===== src/rtl/kced_pkg.sv =====
// shared types, constants and window helpers for the kirsch edge detector
package kced_pkg;

   localparam int PIX_W             = 8;
   localparam int COORD_W           = 12;
   localparam int CFG_W             = 13;
   localparam int DEFAULT_MAX_WIDTH = 4096;
   localparam int HEIGHT_LIMIT      = 4096;
   localparam int JQ_DEPTH          = 4;
   localparam int JQ_CNT_W          = 3;
   localparam int OQ_DEPTH          = 8;
   localparam int OQ_CNT_W          = 4;

   // configuration register indexes
   localparam logic [1:0] REG_FRAME_WIDTH  = 2'd0;
   localparam logic [1:0] REG_FRAME_HEIGHT = 2'd1;
   localparam logic [1:0] REG_BORDER_MODE  = 2'd2;
   localparam logic [1:0] REG_THRESHOLD    = 2'd3;

   // reset values of the registers
   localparam logic [CFG_W-1:0] RST_FRAME_WIDTH  = 13'd640;
   localparam logic [CFG_W-1:0] RST_FRAME_HEIGHT = 13'd480;
   localparam logic [1:0]       RST_BORDER_MODE  = 2'd0;
   localparam logic [7:0]       RST_THRESHOLD    = 8'd150;

   // border padding codes
   localparam logic [1:0] BORDER_REFLECT   = 2'd0;
   localparam logic [1:0] BORDER_REPLICATE = 2'd1;

   // result slots of one job: bit 1 right border column, bit 0 bottom row
   localparam logic [1:0] SLOT_MAIN         = 2'd0;
   localparam logic [1:0] SLOT_BOTTOM       = 2'd1;
   localparam logic [1:0] SLOT_RIGHT        = 2'd2;
   localparam logic [1:0] SLOT_RIGHT_BOTTOM = 2'd3;

   typedef logic [PIX_W-1:0] pix_type;
   typedef pix_type [2:0]    col_type;   // rows top, middle, bottom
   typedef col_type [2:0]    win_type;   // columns left, middle, right

   typedef struct packed {
      logic [CFG_W-1:0] frame_width;
      logic [CFG_W-1:0] frame_height;
      logic [1:0]       border_mode;
      logic [7:0]       threshold;
   } cfg_type;

   typedef struct packed {
      win_type            win;
      logic [COORD_W-1:0] x;
      logic [COORD_W-1:0] y;
      logic               top;
      logic               left;
      logic               last_row;
      logic               last_col;
   } job_type;

   typedef struct packed {
      logic [7:0]         edge_value;
      logic               edge_flag;
      logic [COORD_W-1:0] out_x;
      logic [COORD_W-1:0] out_y;
      logic               run_last;
      logic               frame_done;
   } res_type;

   // padded pixel per border mode
   function automatic pix_type pad_pix(pix_type refl, pix_type repl, logic [1:0] mode);
      pix_type p;
      case (mode)
         BORDER_REFLECT:   p = refl;
         BORDER_REPLICATE: p = repl;
         default:          p = '0;
      endcase
      return p;
   endfunction

   // rows of one window column, centered on the middle or bottom row
   function automatic col_type rows_of(col_type c, logic top, logic bottom,
                                       logic [1:0] mode);
      col_type t;
      if (bottom) begin
         t[0] = c[1];
         t[1] = c[2];
         t[2] = pad_pix(c[1], c[2], mode);
      end else begin
         t[0] = top ? pad_pix(c[2], c[1], mode) : c[0];
         t[1] = c[1];
         t[2] = c[2];
      end
      return t;
   endfunction

endpackage


===== src/rtl/kced_jobq.sv =====
// short job queue between front and back end
module kced_jobq (
   input  logic                           clock,
   input  logic                           reset,
   input  logic                           wr_en,
   input  kced_pkg::job_type              wr_job,
   input  logic                           rd_en,
   output logic                           rd_valid,
   output kced_pkg::job_type              rd_job,
   output logic [kced_pkg::JQ_CNT_W-1:0]  count
);

   localparam int PTR_W = $clog2(kced_pkg::JQ_DEPTH);

   kced_pkg::job_type                entry_ff [kced_pkg::JQ_DEPTH];
   logic [PTR_W-1:0]                 wr_ptr_ff, rd_ptr_ff;
   logic [kced_pkg::JQ_CNT_W-1:0]    count_ff;
   logic                             do_rd;

   assign do_rd    = rd_en && (count_ff != '0);
   assign rd_valid = (count_ff != '0);
   assign rd_job   = entry_ff[rd_ptr_ff];
   assign count    = count_ff;

   // pointers and fill count
   always_ff @(posedge clock) begin
      if (reset) begin
         wr_ptr_ff <= '0;
         rd_ptr_ff <= '0;
         count_ff  <= '0;
      end else begin
         if (wr_en) begin
            wr_ptr_ff <= wr_ptr_ff + 1'b1;
         end
         if (do_rd) begin
            rd_ptr_ff <= rd_ptr_ff + 1'b1;
         end
         count_ff <= count_ff + kced_pkg::JQ_CNT_W'(wr_en)
                     - kced_pkg::JQ_CNT_W'(do_rd);
      end
   end

   // storage
   always_ff @(posedge clock) begin
      if (wr_en) begin
         entry_ff[wr_ptr_ff] <= wr_job;
      end
   end

endmodule


===== config.mk =====
export PLATFORM = sky130hd
export DESIGN_NAME = kced_jobq
export DESIGN_NICKNAME = d
export VERILOG_FILES = /design/src/rtl/kced_pkg.sv /design/src/rtl/kced_jobq.sv
export SDC_FILE = /design/constraint.sdc
export NUM_CORES = 1
export LEC_CHECK = 0
export ABC_AREA = 1
export BUFFER_PORTS_ARGS = -buffer_cell sky130_fd_sc_hd__clkbuf_2
export CORE_ASPECT_RATIO = 1.5
export CORE_MARGIN = 2
export CORE_UTILIZATION = 57
export CTS_BUF_LIST = sky130_fd_sc_hd__clkbuf_4 sky130_fd_sc_hd__clkbuf_8 sky130_fd_sc_hd__clkbuf_16
export DETAILED_ROUTE_END_ITERATION = 12
export PLACE_DENSITY = 0.78
export SLEW_MARGIN = 30
export SYNTH_ARGS = -nofsm -noshare
export SYNTH_HDL_FRONTEND = slang
export SYNTH_SLANG_ARGS = --single-unit

===== constraint.sdc =====
create_clock -name clock -period 3.51 [get_ports clock]
set_input_delay 0.702 -clock clock [delete_from_list [all_inputs] [get_ports clock]]
set_output_delay 0.702 -clock clock [all_outputs]
set_load 0.02 [all_outputs]

After elaboration in Yosys (flattened, before gate mapping):

Memory sizes are Yosys's and may differ from the RTL's. A register that Yosys moved wholly into a read port is not among the register bits.
Cells that the tools add are included.

* flip-flop bits (word level): 7
* bits in latches: 0
* RAM bits: 400
* memory bits (read-only): 0
* input port bits: 104
* output and inout port bits: 104
* logic and storage cells: 14
* memories: 1

Memory list
* entry_ff: words 4, bits a word 100, rd ports 1, clocked after Yosys merged registers in 1, write ports 1, line kced_jobq.sv:15 `kced_pkg::job_type entry_ff [kced_pkg::JQ_DEPTH];`

* add/sub/neg operators: 4
* $mul: 0
* divide/modulo/power cells: 0
* $lt $le $gt $ge: 0
* equal/unequal tests: 0
* shifts and indexed selects: 0
* multiplexer cells: 4
* bitwise gates (word level): 0
* reduce and logical (&&, ||, !) cells: 2

Operators by type and width (count)
* $add 2x1->2 const B: 2
* $mux 2: 2
* $add 3x1->3: 1
* $reduce_bool 3->1: 1
* $sub 3x1->3: 1
* $mux 1: 2
* $logic_and 1x1->1: 1

Depth between registers and ports, before layout:

Gate-level depths: netlist of the first run.

* depth after elaboration: 4
* gate-level depth with buffers: 9

Least setup slack after synthesis of the first run:

Ideal clock, no wire load.

* path type: input -> register
* from: input wr_en
* to: memory entry_ff[2][0] in the netlist's numbering (enable)
* data arrival time: 2.667 ns
* path slack: 0.389 ns
* stages: 2
* buffers on the path: 0
* cell sequence: nand2_1 inv_1

* word-level cells in the longest chain between the ends: 2

RTL lines
* from (decl): line kced_jobq.sv:5 `input logic wr_en,`
* $mux 1: line kced_jobq.sv:45 `if (wr_en) begin`
* $mux 1 (not written as such): line kced_jobq.sv:46 `entry_ff[wr_ptr_ff] <= wr_job;`
* to (decl): line kced_jobq.sv:15

No other way between the ends.

==> results of run 1 <==
-- routing by layer --
layer | share of wire, % | up-vias
met2 | 51 | 341
met3 | 6.6 | 67
met5 | 0.050 | -
met1 | 38 | 4580
li1 | - | 4296
met4 | 3.5 | 2
-- layout by cell type, fill, tap and decap left out, drive strengths merged, types with 6 or more instances in the layout --
cell type	count
edfxtp	400
nand2	12
o22ai	100
buf	20
dfxtp	9
inv	17
diode	6
nor2	207
clkinv	21
clkbuf	253
o21ai	202
ha	6
-- area by class of cell --
cell class                 count  area [um^2]  area share, %
sequential                   409        12200           68.4
multi-input combinational    536         2620           14.7
timing repair buffer         227         1290           7.21
clock buffer                  46         1060           5.96
tap                          337          422           2.36
clock inverter                22          158          0.883
inverter                      18         83.8          0.470
antenna                        6         15.0         0.0841
-- cell families (layout without fill, tap and decap cells) --
kind of cell	count (synthesis)	in the layout
adders and majority gates	7	7
AOI/OAI and AO/OA	308	308
buffers and inverters	83	313
DFF	409	409
other	0	6
and+or+nand+nor	221	221
-- worst paths after layout --
path                start  depth (start not counted)              end  slack, ns
max             flip-flop                          5       rd_job[68]       0.31
min reg2reg  rd_ptr_ff[0]                          2     rd_ptr_ff[0]       0.49
min                 reset                          2         count[0]       0.35
max reg2reg  wr_ptr_ff[0]                          5  entry_ff[0][29]       1.66
-- worst max-delay path: cells and delay by family (launching register included) --
family | cells | cell delay (ns)
compound gates | 2 | 0.33
buf+inv | 3 | 1.07
flops | 1 | 0.48
-- report_power, final --
group	switching, uW	total (uW)	internal (uW)
Combinational	2020	2860	844
Clock	1680	3980	2310
Sequential	123	5720	5600
-- flip-flops by register name, summed over array words and instances, names as in the netlist, named ones only --
signal,flops
entry_ff,400
count,3
rd_ptr_ff,2
wr_ptr_ff,2
-- through the flow --
stage	cell area [um^2]	util [%]
6_report	17800	67.1
5_1_grt	17800	67.1
4_1_cts	17800	67.1
3_5_place_dp	16600	62.5
3_3_place_gp	16600	62.5
2_1_floorplan	15400	-
==> metrics.log, run 1 <==
INFO  metric grt-ovfl-total = 0
INFO  metric layout.nets = approximately 1,300
INFO  metric dpl.cell_count = roughly 1,500
INFO  metric worstPathMaxFanout = 80
INFO  metric postCtsSetupRepairBufs = 0
INFO  metric vdd_drop_max = about 0.00075 V
INFO  metric syn-mean-instance-area = around 15 um^2
INFO  metric dp_worst_setup_slack = around 0.88 ns
INFO  metric setup_viol = 0
INFO  metric kind_of_start_point_of_the_critical_path = flip-flop
INFO  metric vias_per_cell = 5.80
INFO  metric finalNonFillerCells = 1,601
INFO  metric synth-compound-area-share = between 10% and 20%
INFO  metric fin_worst_hold_slack = around 0.35 ns
INFO  metric placementRows = 73
INFO  metric number_of_antenna_violations_at_the_first_check_in_global_routing = 6
INFO  metric initialDrtViolationCount = 669
INFO  metric clock-skew-final = 0.0217 ns
INFO  metric post-synth-top-area-cell = sky130_fd_sc_hd__edfxtp_1
INFO  metric synth-xor-area-share = 0%
INFO  metric synth_cell_type_count = 25
INFO  metric ant_nets = 0
INFO  metric fillers = about 1,800
INFO  metric slew_violations = 0
INFO  metric die_height = 205 um
INFO  metric period_minus_slack = ~3.2 ns
INFO  metric synthTopCellsByCount = 400 x sky130_fd_sc_hd__edfxtp_1, 206 x sky130_fd_sc_hd__nor2_1, 102 x sky130_fd_sc_hd__o21ai_0
INFO  metric crit_slowest_cell = sky130_fd_sc_hd__inv_6
INFO  metric outcome = finished clean
INFO  metric clockRootBuffer = sky130_fd_sc_hd__clkbuf_16
INFO  metric die-area = 28,400 um^2
INFO  metric synthesis.nets = ~1,100
INFO  metric grt_util_met2 = a little under two fifths
INFO  metric grt_start_max_net_pins = around 120
INFO  metric timing.setup.tns = 0 ns
INFO  metric globalRouteTotalUtil = ~22%
INFO  metric synth_simple_gate_area_share = ~5.4%
INFO  metric worst_ep_required_time = around 2.8 ns
INFO  metric htree_num_levels = 2
INFO  metric postCtsHoldBufs = 0
INFO  metric critical_path.cell_chain = inv_6, buf_4, o21ai_1, o22ai_1, clkbuf_2
INFO  metric initial_core_util = 58.0%
INFO  metric floorplan.io_pins = 208
INFO  metric gp_routability_congestion = ~0.75
INFO  metric leakage = 0.00635 uW
INFO  metric tritoncts = built
INFO  metric setup_slack = slightly above 0.3 ns
INFO  metric timing_hold_violations_final = 0
INFO  metric min_period_over_period = between 90% and 100%
INFO  metric synth_top_family_by_area = compound AO/OA/AOI/OAI gates
INFO  metric worst_pin_slew = around 0.66 ns
INFO  metric max-slew-margin-rel = between 50% and 60%
INFO  metric cts.path.max_buffers = 3
INFO  metric max_freq = 0.312 GHz
INFO  metric post-layout-total-power = approximately 13,000 uW
INFO  metric critical_path_arrival = 2.50 ns
INFO  metric number_of_enable_flip_flop_cells_after_synthesis = 400
INFO  metric die_x = about 140 um
INFO  metric synth_largest_type_area_fraction = roughly 78%
INFO  metric rsz_0062_raised_after_global_routing = no
INFO  metric path_class = flip-flop to output port
INFO  metric grt_pass1_vias = roughly 9,000
INFO  metric globalRouteMet3Util = 5.17%
INFO  metric yosysWarningCount = 0
INFO  metric crit_path_max_incr_delay = about 0.5 ns
INFO  metric synth_seq_area_share = around 80%
INFO  metric routed_wl = between 30,000 and 40,000 um
INFO  metric yosys_register_bits = a little over 400
INFO  metric coreArea = 26,600 um^2
INFO  metric routed_wire_length_per_instance = 19.9 um
INFO  metric global_route.usage.met1 = roughly 27%
INFO  metric ctsResizeCount = 0
INFO  metric area_growth = 15.8%
INFO  metric drc = 0
INFO  metric drv_cap = 0
INFO  metric synthesis.area = 15,400 um^2
INFO  metric worst_skew_pair.late_latency = 0.54 ns
INFO  metric synthArstFlopShare = 0%
INFO  metric drive_gt1_share = 23.7%
INFO  metric dp_hpwl = around 18,000 um
INFO  metric hp-class = primary input to flip-flop
INFO  metric post_synth_fa_ha_maj_area_fraction = less than 1%
INFO  metric cts.clk_slew.worst_paths = 0.06 ns
INFO  metric area_contributors_post_synth = sky130_fd_sc_hd__edfxtp_1 78%, sky130_fd_sc_hd__nor2_1 5.0%, sky130_fd_sc_hd__o22ai_1 4.0%
INFO  metric ys_flop_type = sky130_fd_sc_hd__edfxtp_1
INFO  metric tritoncts.num_buffers = 38
INFO  metric drtPass1Iterations = 5
INFO  metric critical_path.endpoint_type = output port
INFO  metric vias = between 9,000 and 10,000
INFO  metric clock-sinks = 409
INFO  metric power_density = 704 nW/um^2
INFO  metric synth_cells = just over 1,000
INFO  metric grt_first_pass_wirelength = about 49,000 um
INFO  metric port-buffer-count = about 210
INFO  metric synth.area.mux_share = 0%
INFO  metric grt-busiest-layer = met2
INFO  metric synth_most_common_cell = sky130_fd_sc_hd__edfxtp_1
Power figures use the tool's default switching activity.
==> run 2, diff against run 1 <==
- CORE_ASPECT_RATIO: 1.5 -> 0.8
==> run 2 against run 1 <==
Effect of this change:
- critical path depth is the same
- fmax grew 4.0%
- register-to-register slack lost 0.09 ns
- sequential cell count is the same
- clock skew shrank 0.013 ns
- die area is essentially flat
- cell area grew 0.16%
- routed wire length shrank 1.4%
- final cell count grew 0.94%
- power grew 0.19%
==> metrics.log, run 2 (synthesis gave the netlist of run 1 again) <==
INFO  metric dp_hpwl = approximately 18,000 um
INFO  metric area_growth = 16.0%
INFO  metric final_common_cell = sky130_fd_sc_hd__edfxtp_1
INFO  metric drive_gt1_share = about a quarter
INFO  metric grt-ovfl-total = 0
INFO  metric dpl_cell_area = 16,600 um^2
INFO  metric largest_reg_flops = 400
INFO  metric cts.path.max_buffers = 3
INFO  metric vdd_drop_max = between 0.0004 and 0.0005 V
INFO  metric gp_routability_congestion = ~0.76
INFO  metric rsz_0062_raised_after_global_routing = no
INFO  metric ctsResizeCount = 0
INFO  metric setup_viol = 0
INFO  metric grt_pass1_vias = 8,882
INFO  metric hp-class = primary input to flip-flop
INFO  metric leakage = 0.00636 uW
INFO  metric die-area = approximately 28,000 um^2
INFO  metric drv_cap = 0
INFO  metric postCtsHoldBufs = 0
INFO  metric ant_nets = 0
INFO  metric kind_of_start_point_of_the_critical_path = flip-flop
INFO  metric worst_ep_required_time = roughly 2.8 ns
INFO  metric number_of_antenna_violations_at_the_first_check_in_global_routing = 3
INFO  metric critical_path.endpoint_type = output port
INFO  metric path_class = flip-flop to output port
INFO  metric vias = ~9,100
INFO  metric htree_num_levels = 2
INFO  metric grt_first_pass_wirelength = between 40,000 and 50,000 um
INFO  metric worstPathMaxFanout = 35
INFO  metric worst_pin_slew = between 0.6 and 0.7 ns
INFO  metric layout.nets = ~1,300
INFO  metric tritoncts = built
INFO  metric regToRegSetupSlack = approximately 1.6 ns
INFO  metric slew_violations = 0
INFO  metric placementRows = 53
INFO  metric routed_wl = 31,400 um
INFO  metric core_utilization_of_the_finished_layout = 67.6%
INFO  metric p_comb_share = around 23%
INFO  metric p_seq_share = about 46%
INFO  metric period_minus_slack = ~3.1 ns
INFO  metric max_freq = ~0.32 GHz
INFO  metric max-slew-margin-rel = ~56%
INFO  metric clockRootBuffer = sky130_fd_sc_hd__clkbuf_16
INFO  metric worst_skew_pair.late_latency = 0.51 ns
INFO  metric post-layout-total-power = between 10,000 and 15,000 uW
INFO  metric critical_path_arrival = ~2.4 ns
INFO  metric layout.cells.most_common_list = 400 x sky130_fd_sc_hd__edfxtp_1, 207 x sky130_fd_sc_hd__clkbuf_2, 206 x sky130_fd_sc_hd__nor2_1, 102 x sky130_fd_sc_hd__o21ai_0, 99 x sky130_fd_sc_hd__o22ai_1
INFO  metric globalRouteTotalUtil = a little over a fifth
INFO  metric register_ranked_first_by_flip_flop_count = entry_ff
INFO  metric drtPass1Iterations = 5
INFO  metric clock-sinks = between 400 and 500
INFO  metric floorplan.io_pins = 208
INFO  metric min_period_over_period = 87.7%
INFO  metric cell_internal_pwr = slightly below 9000 uW
INFO  metric timing.setup.tns = 0 ns
INFO  metric cts.clk_slew.worst_paths = approximately 0.07 ns
INFO  metric port-buffer-count = between 200 and 250
INFO  metric switching_share = roughly 30%
INFO  metric die_x = 188 um
INFO  metric fin_worst_hold_slack = approximately 0.38 ns
INFO  metric tritoncts.num_buffers = 39
INFO  metric power_density = 704 nW/um^2
INFO  metric final_design_area_no_fill = around 18,000 um^2
INFO  metric vias_per_cell = 5.64
INFO  metric routed_wire_length_per_instance = 19.4 um
INFO  metric clock-skew-final = 0.00889 ns
INFO  metric timing_hold_violations_final = 0
INFO  metric drc = 0
INFO  metric power.net_switching = 3760 uW
INFO  metric clock_power_share = between 30% and 40%
INFO  metric coreArea = 26,500 um^2
INFO  metric initialDrtViolationCount = slightly below 900
INFO  metric die_height = between 150 and 200 um
INFO  metric grt_start_max_net_pins = 95
INFO  metric antenna_cells_inserted = 0
INFO  metric initial_core_util = between 50% and 60%
INFO  metric outcome = finished clean
INFO  metric postCtsSetupRepairBufs = 0
run 2: cell count changes in the layout (fill, tap and decap cells not counted), sizes merged:
cell      before  now
clkbuf       253  261
clkinvlp       0    1
clkinv        21   13
diode          6    0
run 2: layout make-up:
cell class,count,area [um^2]
Clock buffer,54,1120
Clock inverter,15,116
Fill cell,1829,8580
Inverter,18,83.8
Multi-Input combinational cell,536,2620
Sequential cell,409,12200
Tap cell,357,447
Timing Repair Buffer,227,1290
run 2: metrics by stage:
| stage | setup WS, ns | instances |
|---|---|---|
| final | 0.433 | 1616 |
| after global routing | 0.271 | 1616 |
| after CTS | 0.382 | 1616 |
| after detailed placement | 0.936 | 1547 |
| after global placement | 0.986 | 1547 |
| after floorplan | 0.389 | 1028 |
run 2: metal layers:
| layer | routed length (um) | global-route usage, % | share of wire (%) |
|---|---|---|---|
| met1 | 13500 | 30.9 | 43 |
| met2 | 14600 | 34.7 | 47 |
| met3 | 2750 | 5.51 | 8.8 |
| met4 | 530 | 5.67 | 1.7 |
| met5 | 34 | 0 | 0.11 |
run 2: worst paths after layout:
path	start	to	depth (start not counted)
setup / recovery	flip-flop	rd_job[74]	5
hold / removal	reset	count[1]	2
setup reg to reg	wr_ptr_ff[0]	entry_ff[0][23]	5
hold reg to reg	rd_ptr_ff[0]	rd_ptr_ff[0]	2
run 2: power groups by stage:
stage | combinational [uW] | clock (uW) | sequential, uW
after floorplan | 2100 | 0 | 5780
after global placement | 2810 | 0 | 5820
after detailed placement | 2860 | 0 | 5830
after CTS | 2860 | 4080 | 5730
after global routing | 3100 | 4270 | 5750
final | 2850 | 4020 | 5730
run 2: critical path, stage by stage (launching register included):
cell,delay [ns]
sky130_fd_sc_hd__dfxtp_4,0.46
sky130_fd_sc_hd__clkinv_2,0.50
sky130_fd_sc_hd__buf_4,0.44
sky130_fd_sc_hd__o21ai_1,0.12
sky130_fd_sc_hd__o22ai_1,0.12
sky130_fd_sc_hd__clkbuf_2,0.18
