$ cat config.mk
export PLATFORM = sky130hd
export DESIGN_NAME = kced_back
export DESIGN_NICKNAME = d
export VERILOG_FILES = /design/src/rtl/kced_pkg.sv /design/src/rtl/kced_back.sv
export SDC_FILE = /design/constraint.sdc
export NUM_CORES = 1
export LEC_CHECK = 0
export BUFFER_PORTS_ARGS = -buffer_cell sky130_fd_sc_hd__buf_2
export CAP_MARGIN = 20
export CORE_ASPECT_RATIO = 1.2
export CORE_MARGIN = 8
export CORE_UTILIZATION = 25
export CTS_BUF_LIST = sky130_fd_sc_hd__clkbuf_8
export DETAILED_ROUTE_END_ITERATION = 10
export HOLD_SLACK_MARGIN = 0.08
export PLACE_DENSITY_LB_ADDON = 0.08
export SYNTH_ARGS = -nofsm -noshare
export SYNTH_HDL_FRONTEND = slang
export SYNTH_SLANG_ARGS = --single-unit
$ cat constraint.sdc
create_clock -name clock -period 10.3 [get_ports clock]
set_clock_uncertainty 0.1 [all_clocks]
set_input_delay 0.515 -clock clock [delete_from_list [all_inputs] [get_ports clock]]
set_output_delay 0.515 -clock clock [all_outputs]
set_load 0.01 [all_outputs]
$ cat src/rtl/kced_pkg.sv
// shared types, constants and window helpers for the kirsch edge detector
package kced_pkg;

   localparam int PIX_W             = 8;
   localparam int COORD_W           = 12;
   localparam int CFG_W             = 13;
   localparam int DEFAULT_MAX_WIDTH = 4096;
   localparam int HEIGHT_LIMIT      = 4096;
   localparam int JQ_DEPTH          = 4;
   localparam int JQ_CNT_W          = 3;
   localparam int OQ_DEPTH          = 8;
   localparam int OQ_CNT_W          = 4;

   // configuration register indexes
   localparam logic [1:0] REG_FRAME_WIDTH  = 2'd0;
   localparam logic [1:0] REG_FRAME_HEIGHT = 2'd1;
   localparam logic [1:0] REG_BORDER_MODE  = 2'd2;
   localparam logic [1:0] REG_THRESHOLD    = 2'd3;

   // reset values of the registers
   localparam logic [CFG_W-1:0] RST_FRAME_WIDTH  = 13'd640;
   localparam logic [CFG_W-1:0] RST_FRAME_HEIGHT = 13'd480;
   localparam logic [1:0]       RST_BORDER_MODE  = 2'd0;
   localparam logic [7:0]       RST_THRESHOLD    = 8'd150;

   // border padding codes
   localparam logic [1:0] BORDER_REFLECT   = 2'd0;
   localparam logic [1:0] BORDER_REPLICATE = 2'd1;

   // result slots of one job: bit 1 right border column, bit 0 bottom row
   localparam logic [1:0] SLOT_MAIN         = 2'd0;
   localparam logic [1:0] SLOT_BOTTOM       = 2'd1;
   localparam logic [1:0] SLOT_RIGHT        = 2'd2;
   localparam logic [1:0] SLOT_RIGHT_BOTTOM = 2'd3;

   typedef logic [PIX_W-1:0] pix_type;
   typedef pix_type [2:0]    col_type;   // rows top, middle, bottom
   typedef col_type [2:0]    win_type;   // columns left, middle, right

   typedef struct packed {
      logic [CFG_W-1:0] frame_width;
      logic [CFG_W-1:0] frame_height;
      logic [1:0]       border_mode;
      logic [7:0]       threshold;
   } cfg_type;

   typedef struct packed {
      win_type            win;
      logic [COORD_W-1:0] x;
      logic [COORD_W-1:0] y;
      logic               top;
      logic               left;
      logic               last_row;
      logic               last_col;
   } job_type;

   typedef struct packed {
      logic [7:0]         edge_value;
      logic               edge_flag;
      logic [COORD_W-1:0] out_x;
      logic [COORD_W-1:0] out_y;
      logic               run_last;
      logic               frame_done;
   } res_type;

   // padded pixel per border mode
   function automatic pix_type pad_pix(pix_type refl, pix_type repl, logic [1:0] mode);
      pix_type p;
      case (mode)
         BORDER_REFLECT:   p = refl;
         BORDER_REPLICATE: p = repl;
         default:          p = '0;
      endcase
      return p;
   endfunction

   // rows of one window column, centered on the middle or bottom row
   function automatic col_type rows_of(col_type c, logic top, logic bottom,
                                       logic [1:0] mode);
      col_type t;
      if (bottom) begin
         t[0] = c[1];
         t[1] = c[2];
         t[2] = pad_pix(c[1], c[2], mode);
      end else begin
         t[0] = top ? pad_pix(c[2], c[1], mode) : c[0];
         t[1] = c[1];
         t[2] = c[2];
      end
      return t;
   endfunction

endpackage

$ cat src/rtl/kced_back.sv
// back end: result sequencer, kirsch kernel pipeline and result queue
module kced_back (
   input  logic                               clock,
   input  logic                               reset,
   input  kced_pkg::cfg_type                  cfg,
   input  logic                               jq_valid,
   input  kced_pkg::job_type                  jq_job,
   output logic                               jq_pop,
   input  logic                               pop,
   output logic                               empty,
   output logic [7:0]                         rsp_edge_value,
   output logic                               rsp_edge_flag,
   output logic [kced_pkg::COORD_W-1:0]       rsp_out_x,
   output logic [kced_pkg::COORD_W-1:0]       rsp_out_y,
   output logic                               rsp_run_last,
   output logic                               rsp_frame_done
);

   localparam int OPTR_W = $clog2(kced_pkg::OQ_DEPTH);
   localparam int CW     = kced_pkg::COORD_W;

   typedef struct packed {
      logic [CW-1:0] x;
      logic [CW-1:0] y;
      logic          run_last;
      logic          done;
   } meta_type;

   logic [1:0]                     slot_ff, slot_in, slot_nx;
   logic                           slot_end, issue;
   logic [kced_pkg::OQ_CNT_W-1:0]  occ;
   kced_pkg::col_type              cl, cm, cr, lt, mt, rt, rfirst;
   logic                           top_c, bot_c, lpad, rpad;
   kced_pkg::win_type              p_in;
   meta_type                       m_in;

   logic                           v1_ff, v2_ff, v3_ff;
   kced_pkg::win_type              p1_ff;
   meta_type                       m1_ff, m2_ff, m3_ff;
   logic [10:0]                    tot_in, tot2_ff;
   logic [9:0]                     s3_in [8];
   logic [9:0]                     s3_ff [8];
   logic [7:0]                     sat_in [8];
   logic [7:0]                     sat_ff [8];
   logic [7:0]                     mx01, mx23, mx45, mx67, mxa, mxb, mx;

   kced_pkg::res_type              oq_ff [kced_pkg::OQ_DEPTH];
   logic [OPTR_W-1:0]              owr_ff, ord_ff;
   logic [kced_pkg::OQ_CNT_W-1:0]  ocnt_ff;
   logic                           o_rd;
   kced_pkg::res_type              o_wr_data, o_head;

   // issue one result per cycle while the result queue has room for it
   assign occ   = ocnt_ff + kced_pkg::OQ_CNT_W'(v1_ff) + kced_pkg::OQ_CNT_W'(v2_ff)
                  + kced_pkg::OQ_CNT_W'(v3_ff);
   assign issue = jq_valid && (occ < kced_pkg::OQ_CNT_W'(kced_pkg::OQ_DEPTH));

   // next slot of the current job
   always_comb begin
      slot_nx  = kced_pkg::SLOT_MAIN;
      slot_end = 1'b1;
      case (slot_ff)
         kced_pkg::SLOT_MAIN: begin
            if (jq_job.last_row) begin
               slot_nx  = kced_pkg::SLOT_BOTTOM;
               slot_end = 1'b0;
            end else if (jq_job.last_col) begin
               slot_nx  = kced_pkg::SLOT_RIGHT;
               slot_end = 1'b0;
            end
         end
         kced_pkg::SLOT_BOTTOM: begin
            if (jq_job.last_col) begin
               slot_nx  = kced_pkg::SLOT_RIGHT;
               slot_end = 1'b0;
            end
         end
         kced_pkg::SLOT_RIGHT: begin
            if (jq_job.last_row) begin
               slot_nx  = kced_pkg::SLOT_RIGHT_BOTTOM;
               slot_end = 1'b0;
            end
         end
         default: begin
            slot_end = 1'b1;
         end
      endcase
      slot_in = slot_end ? kced_pkg::SLOT_MAIN : slot_nx;
   end

   assign jq_pop = issue && slot_end;

   always_ff @(posedge clock) begin
      if (reset) begin
         slot_ff <= kced_pkg::SLOT_MAIN;
      end else if (issue) begin
         slot_ff <= slot_in;
      end
   end

   // padded 3x3 neighborhood for the current slot
   always_comb begin
      bot_c = slot_ff[0];
      rpad  = slot_ff[1];
      top_c = jq_job.top && !bot_c;
      lpad  = jq_job.left && !rpad;
      if (rpad) begin
         cl = jq_job.win[1];
         cm = jq_job.win[2];
         cr = jq_job.win[2];
      end else begin
         cl = jq_job.win[0];
         cm = jq_job.win[1];
         cr = jq_job.win[2];
      end
      mt     = kced_pkg::rows_of(cm, top_c, bot_c, cfg.border_mode);
      rfirst = kced_pkg::rows_of(cr, top_c, bot_c, cfg.border_mode);
      if (lpad) begin
         for (int i = 0; i < 3; i++) begin
            lt[i] = kced_pkg::pad_pix(rfirst[i], mt[i], cfg.border_mode);
         end
      end else begin
         lt = kced_pkg::rows_of(cl, top_c, bot_c, cfg.border_mode);
      end
      if (rpad) begin
         for (int i = 0; i < 3; i++) begin
            rt[i] = kced_pkg::pad_pix(lt[i], mt[i], cfg.border_mode);
         end
      end else begin
         rt = rfirst;
      end
      p_in[0] = lt;
      p_in[1] = mt;
      p_in[2] = rt;
      m_in.x        = rpad ? jq_job.x : jq_job.x - 1'b1;
      m_in.y        = bot_c ? jq_job.y : jq_job.y - 1'b1;
      m_in.run_last = slot_end;
      m_in.done     = (slot_ff == kced_pkg::SLOT_RIGHT_BOTTOM);
   end

   // ring sums: each kernel is 8 * (three neighbors) - 3 * (ring total)
   always_comb begin
      tot_in = 11'(p1_ff[0][0]) + 11'(p1_ff[1][0]) + 11'(p1_ff[2][0])
             + 11'(p1_ff[0][1]) + 11'(p1_ff[2][1])
             + 11'(p1_ff[0][2]) + 11'(p1_ff[1][2]) + 11'(p1_ff[2][2]);
      s3_in[0] = 10'(p1_ff[0][0]) + 10'(p1_ff[1][0]) + 10'(p1_ff[2][0]);
      s3_in[1] = 10'(p1_ff[0][2]) + 10'(p1_ff[1][2]) + 10'(p1_ff[2][2]);
      s3_in[2] = 10'(p1_ff[1][0]) + 10'(p1_ff[2][0]) + 10'(p1_ff[2][1]);
      s3_in[3] = 10'(p1_ff[0][1]) + 10'(p1_ff[0][2]) + 10'(p1_ff[1][2]);
      s3_in[4] = 10'(p1_ff[2][0]) + 10'(p1_ff[2][1]) + 10'(p1_ff[2][2]);
      s3_in[5] = 10'(p1_ff[0][0]) + 10'(p1_ff[0][1]) + 10'(p1_ff[0][2]);
      s3_in[6] = 10'(p1_ff[2][1]) + 10'(p1_ff[2][2]) + 10'(p1_ff[1][2]);
      s3_in[7] = 10'(p1_ff[0][0]) + 10'(p1_ff[1][0]) + 10'(p1_ff[0][1]);
   end

   // absolute value and saturation of each response
   always_comb begin
      for (int j = 0; j < 8; j++) begin
         logic signed [14:0] resp;
         logic [14:0]        mag;
         resp = $signed(15'({s3_ff[j], 3'b000}))
              - $signed(15'({tot2_ff, 1'b0}) + 15'(tot2_ff));
         mag  = resp[14] ? 15'(-resp) : 15'(resp);
         sat_in[j] = (mag > 15'd255) ? 8'd255 : mag[7:0];
      end
   end

   // maximum of the eight
   always_comb begin
      mx01 = (sat_ff[0] > sat_ff[1]) ? sat_ff[0] : sat_ff[1];
      mx23 = (sat_ff[2] > sat_ff[3]) ? sat_ff[2] : sat_ff[3];
      mx45 = (sat_ff[4] > sat_ff[5]) ? sat_ff[4] : sat_ff[5];
      mx67 = (sat_ff[6] > sat_ff[7]) ? sat_ff[6] : sat_ff[7];
      mxa  = (mx01 > mx23) ? mx01 : mx23;
      mxb  = (mx45 > mx67) ? mx45 : mx67;
      mx   = (mxa > mxb) ? mxa : mxb;
      o_wr_data.edge_value = mx;
      o_wr_data.edge_flag  = (mx > cfg.threshold);
      o_wr_data.out_x      = m3_ff.x;
      o_wr_data.out_y      = m3_ff.y;
      o_wr_data.run_last   = m3_ff.run_last;
      o_wr_data.frame_done = m3_ff.done;
   end

   // pipeline valids
   always_ff @(posedge clock) begin
      if (reset) begin
         v1_ff <= 1'b0;
         v2_ff <= 1'b0;
         v3_ff <= 1'b0;
      end else begin
         v1_ff <= issue;
         v2_ff <= v1_ff;
         v3_ff <= v2_ff;
      end
   end

   // pipeline payload
   always_ff @(posedge clock) begin
      p1_ff   <= p_in;
      m1_ff   <= m_in;
      tot2_ff <= tot_in;
      s3_ff   <= s3_in;
      m2_ff   <= m1_ff;
      sat_ff  <= sat_in;
      m3_ff   <= m2_ff;
   end

   // result queue
   assign empty  = (ocnt_ff == '0);
   assign o_rd   = pop && !empty;
   assign o_head = oq_ff[ord_ff];

   always_ff @(posedge clock) begin
      if (reset) begin
         owr_ff  <= '0;
         ord_ff  <= '0;
         ocnt_ff <= '0;
      end else begin
         if (v3_ff) begin
            owr_ff <= owr_ff + 1'b1;
         end
         if (o_rd) begin
            ord_ff <= ord_ff + 1'b1;
         end
         ocnt_ff <= ocnt_ff + kced_pkg::OQ_CNT_W'(v3_ff) - kced_pkg::OQ_CNT_W'(o_rd);
      end
   end

   always_ff @(posedge clock) begin
      if (v3_ff) begin
         oq_ff[owr_ff] <= o_wr_data;
      end
   end

   assign rsp_edge_value = o_head.edge_value;
   assign rsp_edge_flag  = o_head.edge_flag;
   assign rsp_out_x      = o_head.out_x;
   assign rsp_out_y      = o_head.out_y;
   assign rsp_run_last   = o_head.run_last;
   assign rsp_frame_done = o_head.frame_done;

`ifndef ASSERT_OFF
   // results in flight never exceed the result queue
   a_credit: assert property (@(posedge clock) disable iff (reset)
      occ <= kced_pkg::OQ_CNT_W'(kced_pkg::OQ_DEPTH))
      else $error("result queue overcommitted");

   // a job in the middle of its results stays at the queue head
   a_mid_job: assert property (@(posedge clock) disable iff (reset)
      (slot_ff != kced_pkg::SLOT_MAIN) |-> jq_valid)
      else $error("job lost in the middle of its results");

   // no result enters a full result queue unless one is read out in the same cycle
   a_no_overflow: assert property (@(posedge clock) disable iff (reset)
      v3_ff |-> (ocnt_ff < kced_pkg::OQ_CNT_W'(kced_pkg::OQ_DEPTH)) || o_rd)
      else $error("result queue overflow");

   // the frame's last result always closes its run
   a_done_last: assert property (@(posedge clock) disable iff (reset)
      (v3_ff && m3_ff.done) |-> m3_ff.run_last)
      else $error("frame done without run last");
`endif

endmodule
## Yosys cells after proc, flatten, opt, wreduce, memory -nomap -nowiden

Memory sizes are Yosys's and may differ from the RTL's. A register that Yosys moved wholly into a read port is not among the register bits.
Index checks and enable logic that the tools add are counted.

- Add/sub/neg operators: 48
- Order comparisons: 17
- Equality and inequality tests: 4
- Multiplexer cells: 52
- Reduce and logical (&&, ||, !) cells: 11

Operators with widths:

| kind | number |
|---|---|
| $pmux W8 S2 | 12 |
| $mux W24 | 7 |
| $gt A15 B8 Y1 const B | 8 |
| $mux W15 | 8 |
| $neg A15 Y15 | 7 |
| $sub A14 B15 Y15 | 7 |
| $add A9 B8 Y10 | 8 |
| $mux W8 | 10 |
| $add A8 B8 Y9 | 8 |
| $gt A8 B8 Y1 | 8 |
| $add A11 B8 Y11 | 4 |
| $mux W12 | 2 |
| $sub A12 B1 Y12 const B | 2 |
| $add A4 B1 Y4 | 4 |
| $neg A14 Y15 | 1 |
| $sub A13 B13 Y14 | 1 |
| $add A12 B11 Y13 | 1 |
| $add A10 B8 Y11 | 1 |
| $add A10 B8 Y10 | 1 |
| $mux W2 | 4 |
| $add A3 B1 Y3 const B | 2 |
| $mux W3 | 2 |
| $pmux W2 S3 | 1 |
| $logic_and A1 B1 Y1 | 5 |
| 9 further kinds | 18 |

- Flip-flop bits (word level): 312
- Bits in writable memories: 280
- Input bits: 140
- Output and inout port bits: 37
- Logic and storage cells: 177
- Memories kept: 1

Memories:

| memory | words | bits a word | rd ports | clocked after Yosys merged registers in | write ports | RTL line | text |
|---|---|---|---|---|---|---|---|
| oq_ff | 8 | 35 | 1 | 1 | 1 | kced_back.sv:47 | `kced_pkg::res_type oq_ff [kced_pkg::OQ_DEPTH];` |

## Depth between registers and ports, before layout

- Depth after elaboration: 8
- Mapped depth: 39
- Gate-level depth less buffers: 36

## Worst setup path before layout

OpenSTA, ideal clock, no wires.

- Path type: register to register
- Start point: reg sat_ff[22] (netlist bit)
- End point: mem oq_ff[0][26] (netlist bit) (data pin)
- Setup time: 287 ps
- Data arrival time: 7059 ps
- Data required time: 9913 ps
- Path slack: 2854 ps
- Cell stages (with the launch flop): 39
- Buffers on the path: 2
- Period minus slack after synthesis: 7446 ps
- Path through: dfxtp_1 -> inv_1 -> ha_1 -> a21o_1 -> a21o_1 -> o21a_1 -> nand2_1 -> mux2_2 -> ha_1 -> a21oi_1 -> nor2b_1 -> o21ai_0 -> nand2b_1 -> a21oi_1 -> nor2_1 -> a211oi_1 -> nand2_1 -> mux2i_1 -> [... 3 more ...] -> a21oi_1 -> o21bai_1 -> a21oi_1 -> clkbuf_1 -> nand2_1 -> clkbuf_1 -> o22ai_1 -> a211oi_1 -> a211oi_1 -> ha_1 -> nor2b_1 -> o21a_1 -> o21ai_0 -> nand2b_1 -> a21oi_1 -> nor2_1 -> a211oi_1 -> a21oi_1

RTL lines:

| what | RTL line | text |
|---|---|---|
| start, declared | kced_back.sv:44 | `logic [7:0] sat_ff [8];` |
| start signal, assigned | kced_back.sv:205 | `sat_ff <= sat_in;` |
| end, declared | kced_back.sv:47 |  |

==> metrics.cfg <==
[detailed_routing]
ant_nets = 0
drtIter0Drc = 1300
drc = 0
routed_wl_microns = 105000
vias = 24000
wire_per_inst_microns = 20.2
dr.pass1.iters = 9
vias_per_cell = 4.64

[floorplanning]
die_x_microns = 350
die_y_microns = 417
rows = 147
io_pins = 177
core-area_sq_mm = 0.134
start_util_pct = 25.1
design.die.area_sq_mm = 0.146

[synth]
yosysTopAreaCell = edfxtp_1
synth_area_leaders = edfxtp_1 (25%), dfxtp_1 (19%), ha_1 (9.0%)
synth_edf_count = 280
syn_area_sq_mm = 0.0335
ys_types = 97
syn_avg_cell_area_sq_um = 11.3
synthCells = 2978
syn_nets = 3459
ys_seq_area_share_pct = 43.9
synth_top_cell_area_share_pct = 25.1
ys_seq_elements = 595
synthArstFlopShare_pct = 0
synthFlopType = dfxtp_1
ys_warn_count = 0

[critical_path]
critPathMostFrequentCell = a21oi_1
required_ns = 10.65
startpoint_type = register
end_kind = register
cp_max_fo = 14
cp_slowest_stage_delay_ns = 0.90
crit_slowest_cell = a22oi_1
worstSetupPathType = register to register
arrival_ns = 9.27

[sta]
max_clock_freq_mhz = 112
tightest_slew_ns = 1.20
finalCritPeriodShare_pct = 86.7
finalMaxSlewViolations = 0
min_period_ns = 8.93
finalSetupViolCount = 0
relSlewSlack_pct = 20.2
finalHoldViolCount = 0
rsz0062_at_grt = no
finalSetupTns_ns = 0

[grt]
grt_pass1_wl_microns = 159000
gr-total-overflow = 0
grt_max_degree = 51
first_global_vias = 25800
antenna_found_initial = 1
grtUsageTotal_pct = 14.2

[clock_tree]
cts_hold_buf = 113
cts_tree = done
clk_latency_ns = 0.80
root_buffer = clkbuf_8
cts_made_buffers = 105
cts.htree.levels = 3
clk_path_buf_depth = 3
clk_pin_slew_worst_paths_ns = 0.06
cts_resized = 0
cts_setup_buffers = 0
cts_sinks = 595

[layout]
fillerInstances = 13800
multi_input_area_sq_mm = 0.0177
register_area_sq_mm = 0.0147
drive_above_1_share_pct = 15.9
synthToLayoutAreaGrowth_pct = 19.4
nets = 3786
fin_area_sq_mm = 0.0400

[worst_hold_path]
min-delay-path-class = register to register

[place]
portBuffers = 150
finalWeightedCongestion = 0.839
placed_area_sq_mm = 0.0366
hpwl_microns = 78900

[job]
max-cap-violations = 0

[status]
status = finished clean

[state kept, by name, summed over array words and instances (netlist names), 2 cells and up, named ones only]
name / cells
m1_ff: 26
m2_ff: 26
m3_ff: 26
ocnt_ff: 4
oq_ff: 280
ord_ff: 3
owr_ff: 3
p1_ff: 64
s3_ff: 80
sat_ff: 64
slot_ff: 2
tot2_ff: 11
[final timing paths]
kind | start | end | slack, ns | cells past startpoint
worst max-delay path | sat_ff[50]$_SDFF_PN1_ | oq_ff[4][26]$_DFFE_PP_ | 1.37 | 36
worst max register to register | sat_ff[50]$_SDFF_PN1_ | oq_ff[4][26]$_DFFE_PP_ | 1.37 | 36
worst min register to register | m2_ff[3]$_DFF_P_ | m3_ff[3]$_DFF_P_ | 0.19 | 0
worst min-delay path | m2_ff[3]$_DFF_P_ | m3_ff[3]$_DFF_P_ | 0.19 | 0
[Yosys cell counts, types with 59 or more instances]
master,count
dfxtp_1,315
fa_1,99
edfxtp_1,280
xor2_1,77
nand2_1,184
mux4_2,70
mux2i_1,101
xnor2_1,131
ha_1,242
clkbuf_1,59
a21oi_1,176
nor2_1,166
o21ai_0,89
inv_1,227
[worst max-delay path: cells and delay by family, from the launching register on]
kind / cells / cell delay, ns
buffers and inverters: 3 / 0.35
AOI/OAI and AO/OA: 18 / 4.53
DFF: 1 / 0.33
adders and majority gates: 4 / 1.22
and+or+nand+nor: 9 / 1.35
muxes: 2 / 0.76
[cells in the final DEF, fill, tap and decap left out, types with 55 or more instances in the layout]
cell and n:
clkbuf_8 125, mux2_2 55, inv_1 263, xnor2_1 126
o21ai_0 89, mux2i_1 101, edfxtp_1 280, dfxtp_1 310
a21oi_1 175, fa_1 99, nor2_1 160, o22ai_1 58
xor2_1 76, ha_1 242, mux4_2 70, nand2_1 184
dlygate4sd3_1 113, buf_2 151
[through the flow]
stage | setup WS [ns] | hold WS (ns) | std cells | utilization [%]
6_report | 1.37 | 0.191 | 5180 | 30.0
5_1_grt | 0.376 | 0.155 | 5178 | 30.0
4_1_cts | 1.22 | 0.0806 | 5174 | 30.0
3_5_place_dp | 1.23 | 0.212 | 4870 | 27.4
3_3_place_gp | 1.40 | 0.211 | 4868 | 27.4
2_1_floorplan | 2.85 | 0.210 | 2978 | -
[layer usage]
layer	track usage [%]	wire, microns
met5	0	0
met4	5.49	3890
met3	2.25	3980
met2	26.3	54200
met1	16.0	42500
[layout make-up]
cell class,count,area share [%]
multi-input combinational,2062,44.2
inverter,230,2.16
tap,1788,5.59
antenna,3,0.0187
timing repair buffer,311,5.64
clock buffer,125,4.30
clock inverter,66,1.27
sequential,595,36.8
[logic make-up (layout without fill, tap and decap cells)]
| family | after synthesis | in the layout | share of synthesized area (%) |
|---|---|---|---|
| compound gates | 669 | 669 | 13.5 |
| xor+xnor | 209 | 209 | 5.48 |
| fa+ha+maj | 341 | 341 | 14.9 |
| buf+inv | 321 | 732 | 3.64 |
| flops | 595 | 595 | 43.9 |
| mux | 226 | 226 | 9.56 |
| other cells | 0 | 3 | 0 |
| simple gates | 617 | 617 | 9.06 |
Power is left out: the tool's default activity adds up to more than one toggle a clock period on the data nets, which glitch-free logic cannot reach.
